$ cat config.mk
export PLATFORM = sky130hd
export DESIGN_NAME = ptc_ctrl
export DESIGN_NICKNAME = d
export VERILOG_FILES = /design/src/rtl/pid_timed_clamped_core_assert.svh /design/src/rtl/ptc_pkg.sv /design/src/rtl/ptc_ctrl.sv
export SDC_FILE = /design/constraint.sdc
export NUM_CORES = 1
export LEC_CHECK = 0
export BUFFER_PORTS_ARGS = -buffer_cell sky130_fd_sc_hd__buf_2
export CAP_MARGIN = 20
export CORE_AREA = 2 2 39 41
export CTS_CLUSTER_SIZE = 30
export DETAILED_ROUTE_END_ITERATION = 8
export DIE_AREA = 0 0 41 43
export GPL_ROUTABILITY_DRIVEN = 0
export SYNTH_ARGS = -nofsm -noshare
export SYNTH_HDL_FRONTEND = slang
export SYNTH_SLANG_ARGS = --single-unit
$ cat constraint.sdc
create_clock -name clk -period 2.27 [get_ports clk]
set_input_delay 0.3405 -clock clk [delete_from_list [all_inputs] [get_ports clk]]
set_output_delay 0.3405 -clock clk [all_outputs]
set_load 0.005 [all_outputs]
$ cat src/rtl/pid_timed_clamped_core_assert.svh
// Assertion macros for the PID core.
`ifndef PID_TIMED_CLAMPED_CORE_ASSERT_SVH
`define PID_TIMED_CLAMPED_CORE_ASSERT_SVH
`ifndef NO_ASSERTIONS
`define PTC_ASSERT_IMPL(label, a, c) \
  label: assert property (@(posedge clk) disable iff (rst) (a) |-> (c)) \
    else $error("assertion failed");
`define PTC_ASSERT_NEXT(label, a, c) \
  label: assert property (@(posedge clk) disable iff (rst) (a) |=> (c)) \
    else $error("assertion failed");
`else
`define PTC_ASSERT_IMPL(label, a, c)
`define PTC_ASSERT_NEXT(label, a, c)
`endif
`endif

$ cat src/rtl/ptc_pkg.sv
package ptc_pkg;
  localparam int DW = 32;
  localparam int FB = 16;
  localparam int TW = 32;
  localparam int CFG_IDX_W = 3;
  localparam logic [CFG_IDX_W-1:0] REG_PROP_GAIN = 3'd0;
  localparam logic [CFG_IDX_W-1:0] REG_INTEG_GAIN = 3'd1;
  localparam logic [CFG_IDX_W-1:0] REG_DERIV_GAIN = 3'd2;
  localparam logic [CFG_IDX_W-1:0] REG_INTEG_BOUND = 3'd3;
  localparam logic [CFG_IDX_W-1:0] REG_DRIVE_BOUND = 3'd4;

  typedef struct packed {
    logic [DW-1:0] timestamp;
    logic signed [DW-1:0] measured_value;
    logic signed [DW-1:0] target_value;
  } in_item_t;

  typedef struct packed {
    logic signed [DW-1:0] drive;
  } out_item_t;

  typedef enum logic [3:0] {
    OP_IDLE, OP_LOAD, OP_PTERM, OP_INC1, OP_INC2, OP_INTEG,
    OP_DIV_START, OP_DIV_STEP, OP_DTERM, OP_SUM, OP_FINISH
  } op_t;

  typedef struct packed {
    op_t op;
  } ptc_cmd_t;

  typedef struct packed {
    logic div_done;
  } ptc_stat_t;

  // saturate 66-bit signed value to DW bits
  function automatic logic signed [DW-1:0] sat66(input logic signed [65:0] v);
    logic signed [65:0] mx;
    logic signed [65:0] mn;
    mx = 66'sd2147483647;
    mn = -66'sd2147483648;
    if (v > mx) return 32'sh7fffffff;
    if (v < mn) return 32'sh80000000;
    return v[DW-1:0];
  endfunction
endpackage

$ cat src/rtl/ptc_ctrl.sv
module ptc_ctrl (
  input  logic clk,
  input  logic rst,
  input  logic in_valid,
  output logic in_ready,
  output logic out_valid,
  input  logic out_ready,
  input  ptc_pkg::ptc_stat_t stat,
  output ptc_pkg::ptc_cmd_t cmd
);
  import ptc_pkg::*;
  typedef enum logic [3:0] {
    S_IDLE, S_PT, S_I1, S_I2, S_IN, S_DS, S_DV, S_DT, S_SUM, S_OUT
  } state_t;
  state_t state;

  assign in_ready = (state == S_IDLE);

  always_comb begin
    case (state)
      S_IDLE: cmd.op = in_valid ? OP_LOAD : OP_IDLE;
      S_PT: cmd.op = OP_PTERM;
      S_I1: cmd.op = OP_INC1;
      S_I2: cmd.op = OP_INC2;
      S_IN: cmd.op = OP_INTEG;
      S_DS: cmd.op = OP_DIV_START;
      S_DV: cmd.op = OP_DIV_STEP;
      S_DT: cmd.op = OP_DTERM;
      S_SUM: cmd.op = OP_SUM;
      S_OUT: cmd.op = (out_ready) ? OP_FINISH : OP_IDLE;
      default: cmd.op = OP_IDLE;
    endcase
  end

  always_ff @(posedge clk) begin
    if (rst) begin
      state <= S_IDLE;
      out_valid <= 1'b0;
    end else begin
      case (state)
        S_IDLE: if (in_valid) state <= S_PT;
        S_PT: state <= S_I1;
        S_I1: state <= S_I2;
        S_I2: state <= S_IN;
        S_IN: state <= S_DS;
        S_DS: state <= S_DV;
        S_DV: if (stat.div_done) state <= S_DT;
        S_DT: state <= S_SUM;
        S_SUM: begin state <= S_OUT; out_valid <= 1'b1; end
        S_OUT: if (out_ready) begin state <= S_IDLE; out_valid <= 1'b0; end
        default: state <= S_IDLE;
      endcase
    end
  end
endmodule

==> results.json, run 1 <==
{
  "final_core_utilization_pct": 27.4,
  "drt_first_iter_violations": 3,
  "clk_pin_slew_ps": 40,
  "synthesis.area_per_instance_sq_um": 8.53,
  "drt_total_wl_um": 690,
  "wl_per_cell_um": 10.8,
  "post-route-min-period_ps": 1830,
  "cp_data_required_time_ps": 1930,
  "power.density_nw_per_um2": 673,
  "global_route.usage.total_pct": 10.7,
  "timing_hold_violations_final": 0,
  "maxSlewHeadroom_pct": 75.4,
  "final_max_slew_viol_count": 0,
  "postSynthRegisterBits": 5,
  "worst_slack_ps": 438,
  "clock-skew-final_ps": 3.44,
  "dp_slack_ps": 680,
  "yosys_most_used_dff": "dfxtp_1",
  "hpwlAfterDp_um": 495,
  "avgViaCountPerCell": 4.73,
  "finalSetupViolations": 0,
  "synth_warnings": 0,
  "hold-worst-slack_ps": 345,
  "status": "completed",
  "grt_pass1_wl_mm": 1.18,
  "setup_slack_of_the_most_critical_reg_to_reg_path_ps": 920,
  "synth.distinct_cells": 23,
  "worst_skew_pair.late_latency_ps": 240,
  "post_cts_hold_buffer_count": 0,
  "grt_antenna_before_repair": 0,
  "grt_start_max_net_pins": 13,
  "fp-row-count": 14,
  "yosys.area.top_type_share_pct": 30.9,
  "num_antenna_cells": 0,
  "cts.repair.resized": 0,
  "timing.fmax_ghz": 0.546,
  "port_buffers": 10,
  "clock_tree.buffer_depth": 2,
  "ys_seq_area_share_pct": 30.9,
  "power.leakage_nw": 0.158,
  "critPathCaptureType": "output port",
  "vdd_ir_drop_max_v": 0.000233,
  "floorplan.initialDensity_pct": 23.4,
  "cell_chosen_for_the_clock_root": "clkbuf_4",
  "clock_sinks": 5,
  "ctsHtreeMaxLevel": 1,
  "synth_area_leader_cell": "dfxtp_1",
  "post_cts_buffers": 0,
  "mappedNetlistNets": 43,
  "post_synth_instance_area_sq_um": 324,
  "tritoncts": "built",
  "timing_worst_slew_pin_value_ps": 366,
  "path_class": "reg2out",
  "timing.critical_path.fanout_max": 12,
  "rsz0062_at_grt": "false",
  "die-area_sq_um": 1760,
  "ys_async_sr_fraction_pct": 0,
  "num_io_pins": 11,
  "kind_of_start_point_of_the_critical_path": "flop",
  "setup_total_negative_slack_ps": 0,
  "flow.area_growth_from_synthesis_pct": 17.0,
  "die-height_um": 43,
  "timing.max_cap.violations": 0,
  "detailedRoute.firstPassIterationCount": 2,
  "fin_nets": 54,
  "first_global_vias": 275,
  "placeableCoreArea_sq_um": 1380,
  "routed-via-count": 303,
  "placement.cell_area_sq_um": 353,
  "post_route_cells_drive_above_1_share_pct": 33.3,
  "die_w_um": 41,
  "overflow": 0,
  "most_frequently_used_cell_type_in_the_post_synthesis_netlist": "dfxtp_1",
  "tritoncts.num_buffers": 3,
  "ant_nets": 0,
  "final.period_utilization_pct": 80.7,
  "hold_class": "in2reg",
  "critPathArrivalTime_ps": 1490,
  "synth-edff-count": 0,
  "design_area_final_sq_um": 379,
  "ranking_of_synthesized_cells_by_area": "dfxtp_1, buf_6, nor3_1",
  "route.detailed.drc": 0,
  "synth.top_cells.by_count": "dfxtp_1, nor3_1, buf_6, o21ai_0",
  "synthesis.instances": 38
}
-- worst max-delay path, stage by stage (launching register included) --
cell     delay [ps]
dfxtp_1         520
or3b_4          450
o21ai_0         150
buf_2           130
-- registers in the layout (all words and copies together), names as in the netlist --
signal	cells
state	4
out_valid	1
-- final cells by class --
class	count	area [sq um]
inverter	2	7.51
sequential	5	100
tap	16	20.0
fill	151	1000
multi-input combinational	27	175
clock buffer	4	26.3
timing repair buffer	10	50.0
-- where the power goes --
group | switching, mW | internal [mW]
Combinational | 0.0193 | 0.0262
Clock | 0.0353 | 0.0664
Sequential | 0.0140 | 0.0938
-- layer usage --
layer	track usage, %	share of wire [%]	vias to the layer above
met3	9.42	9.6	0
met2	15.6	48	9
met4	4.00	0	0
met5	0	0	-
met1	10.6	42	139
li1	-	-	155
-- path summary, 6_finish.rpt --
kind,to,cells past startpoint,from
max,cmd[3],3,state[3]
min,state[3],2,rst
max reg2reg,state[3],3,state[3]
min reg2reg,out_valid,2,out_valid
-- cells in the final DEF (no fill, tap or decap), types with 2 or more instances in the layout --
master	netlist	layout
buf_2	0	10
clkbuf_4	0	3
dfxtp_1	5	5
inv_1	2	2
nor2_1	2	2
nor2b_1	2	2
nor3_1	4	4
nor4_1	2	2
o21ai_0	3	3
-- logic make-up (layout without fill, tap and decap cells) --
family                    after synthesis  count (layout)  share of synthesized area (%)
and+or+nand+nor                        15              15                           27.4
AOI/OAI and AO/OA                      10              10                           21.2
buffers and inverters                   6              16                           15.1
DFF                                     5               5                           30.9
xor gates and xnor gates                2               2                           5.41
-- metrics by stage --
| step | instances | power (mW) |
|---|---|---|
| 3_3_place_gp | 60 | 0.155 |
| 5_1_grt | 64 | 0.282 |
| 6_report | 64 | 0.255 |
| 2_1_floorplan | 38 | 0.145 |
| 3_5_place_dp | 60 | 0.155 |
| 4_1_cts | 64 | 0.263 |
Power figures use the tool's default switching activity.
==> inputs of run 2 (changes only) <==
clock period = 1.7 ns   (was 2.27 ns; I/O delays follow)
==> results.json, run 2 (synthesis results as in run 1) <==
{
  "final_core_utilization_pct": 28.0,
  "routed-via-count": 301,
  "worstHoldStart": "rst",
  "startpoint_of_the_lowest_slack_register_to_register_path": "state[2]",
  "power.density_nw_per_um2": 884,
  "post_cts_buffers": 0,
  "ant_nets": 0,
  "final_max_slew_viol_count": 0,
  "floorplan.initialDensity_pct": 23.4,
  "clock-skew-final_ps": 2.39,
  "setup_total_negative_slack_ps": 0,
  "ff2ff_path_depth": 3,
  "placement.cell_area_sq_um": 360,
  "setup_slack_of_the_most_critical_reg_to_reg_path_ps": 530,
  "post_route_cells_drive_above_1_share_pct": 36.7,
  "timing_hold_violations_final": 0,
  "wl_per_cell_um": 10.1,
  "cp_data_required_time_ps": 1440,
  "most_common_cell_after_layout_fill_and_taps_aside": "buf_2",
  "path_class": "reg2out",
  "timing.fmax_ghz": 0.628,
  "num_antenna_cells": 0,
  "global_route.usage.total_pct": 8.95,
  "timing.critical_path.fanout_max": 9,
  "worst_hold_path.num_cells": 2,
  "grt_start_max_net_pins": 12,
  "hpwlAfterDp_um": 465,
  "clock_sinks": 5,
  "whs_endpoint": "state[3]",
  "hold_class": "in2reg",
  "vdd_ir_drop_max_v": 0.000433,
  "detailedRoute.firstPassIterationCount": 2,
  "grt_antenna_before_repair": 0,
  "fin_nets": 55,
  "cell_chosen_for_the_clock_root": "clkbuf_4",
  "worst_r2r_endpoint": "state[3]",
  "drt_total_wl_um": 657,
  "final.period_utilization_pct": 93.7,
  "rsz0062_at_grt": "false",
  "critPathCaptureType": "output port",
  "design_area_final_sq_um": 388,
  "critPathArrivalTime_ps": 1340,
  "worst_skew_pair.late_latency_ps": 240,
  "timing_worst_slew_pin_value_ps": 356,
  "finalSetupViolations": 0,
  "die-height_um": 43,
  "fp-row-count": 14,
  "drt_first_iter_violations": 4,
  "tritoncts": "built",
  "fillerInstances": 160,
  "die_w_um": 41,
  "placeableCoreArea_sq_um": 1380,
  "num_io_pins": 11,
  "clock_tree.buffer_depth": 2,
  "top_register": "state",
  "power.leakage_nw": 0.164,
  "overflow": 0,
  "kind_of_start_point_of_the_critical_path": "flop",
  "largest_register_ff_count": 4,
  "timing.max_cap.violations": 0,
  "status": "completed",
  "biggestRegsByFlops": "state x4, out_valid x1",
  "maxSlewHeadroom_pct": 76.2,
  "ctsHtreeMaxLevel": 1,
  "route.detailed.drc": 0,
  "cts.repair.resized": 0,
  "post-route-min-period_ps": 1590,
  "tritoncts.num_buffers": 3,
  "clk_pin_slew_ps": 40,
  "post_cts_hold_buffer_count": 0,
  "flow.area_growth_from_synthesis_pct": 19.7,
  "first_global_vias": 229,
  "die-area_sq_um": 1760,
  "grt_pass1_wl_um": 979,
  "port_buffers": 10,
  "avgViaCountPerCell": 4.63,
  "most-common-layout-cells": "buf_2, nor3_1, dfxtp_1"
}
run 2: cell types whose count changed in the layout (fill, tap and decap cells not counted), sizes merged:
cell,change
buf,+1
run 2: routing by layer:
metal | GRT usage [%] | part of all wire, % | wire (um) | up-vias
met3 | 9.42 | 11 | 71 | 0
met4 | 4.00 | 0 | 0 | 0
met5 | 0 | 0 | 0 | -
met2 | 10.3 | 41 | 269 | 10
met1 | 10.4 | 48 | 317 | 133
li1 | - | - | - | 158
run 2: how the worst max path moves through the flow:
stage               startpoint  endpoint  slack, ps  cells after the start
finish                state[2]    cmd[3]        110                      3
global route          state[2]    cmd[3]          1                      3
CTS                   state[1]    cmd[3]         70                      3
detailed placement    state[1]    cmd[3]        340                      3
global placement      state[1]    cmd[3]        360                      3
floorplan             state[1]    cmd[3]        430                      3
run 2: final cells by class:
type | count | area, sq um | share of cell area [%]
multi-input cells | 27 | 175 | 45.2
flip-flops and latches | 5 | 101 | 26.1
repair buffers | 11 | 57.6 | 14.8
clock buffers | 4 | 26.3 | 6.77
well taps | 16 | 20.0 | 5.16
inverters | 2 | 7.51 | 1.94
run 2: per-stage QoR:
step                      hold slack (ps)  setup slack [ps]  instances  power (mW)
final                                 250               107         65       0.343
after floorplan                       317               426         38       0.193
after global placement                498               355         61       0.205
after CTS                             238              69.7         65       0.351
after global routing                  246              1.19         65       0.371
after detailed placement              487               337         61       0.206
run 2: critical path: stages, from the launching register on:
cell     delay (ps)
dfxtp_1         390
or3b_4          430
o21ai_0         150
buf_2           130
run 2: where the power goes:
group	switching (mW)	internal, mW
logic	0.0250	0.0351
clock network	0.0492	0.0888
registers	0.0187	0.126
total	0.0929	0.250
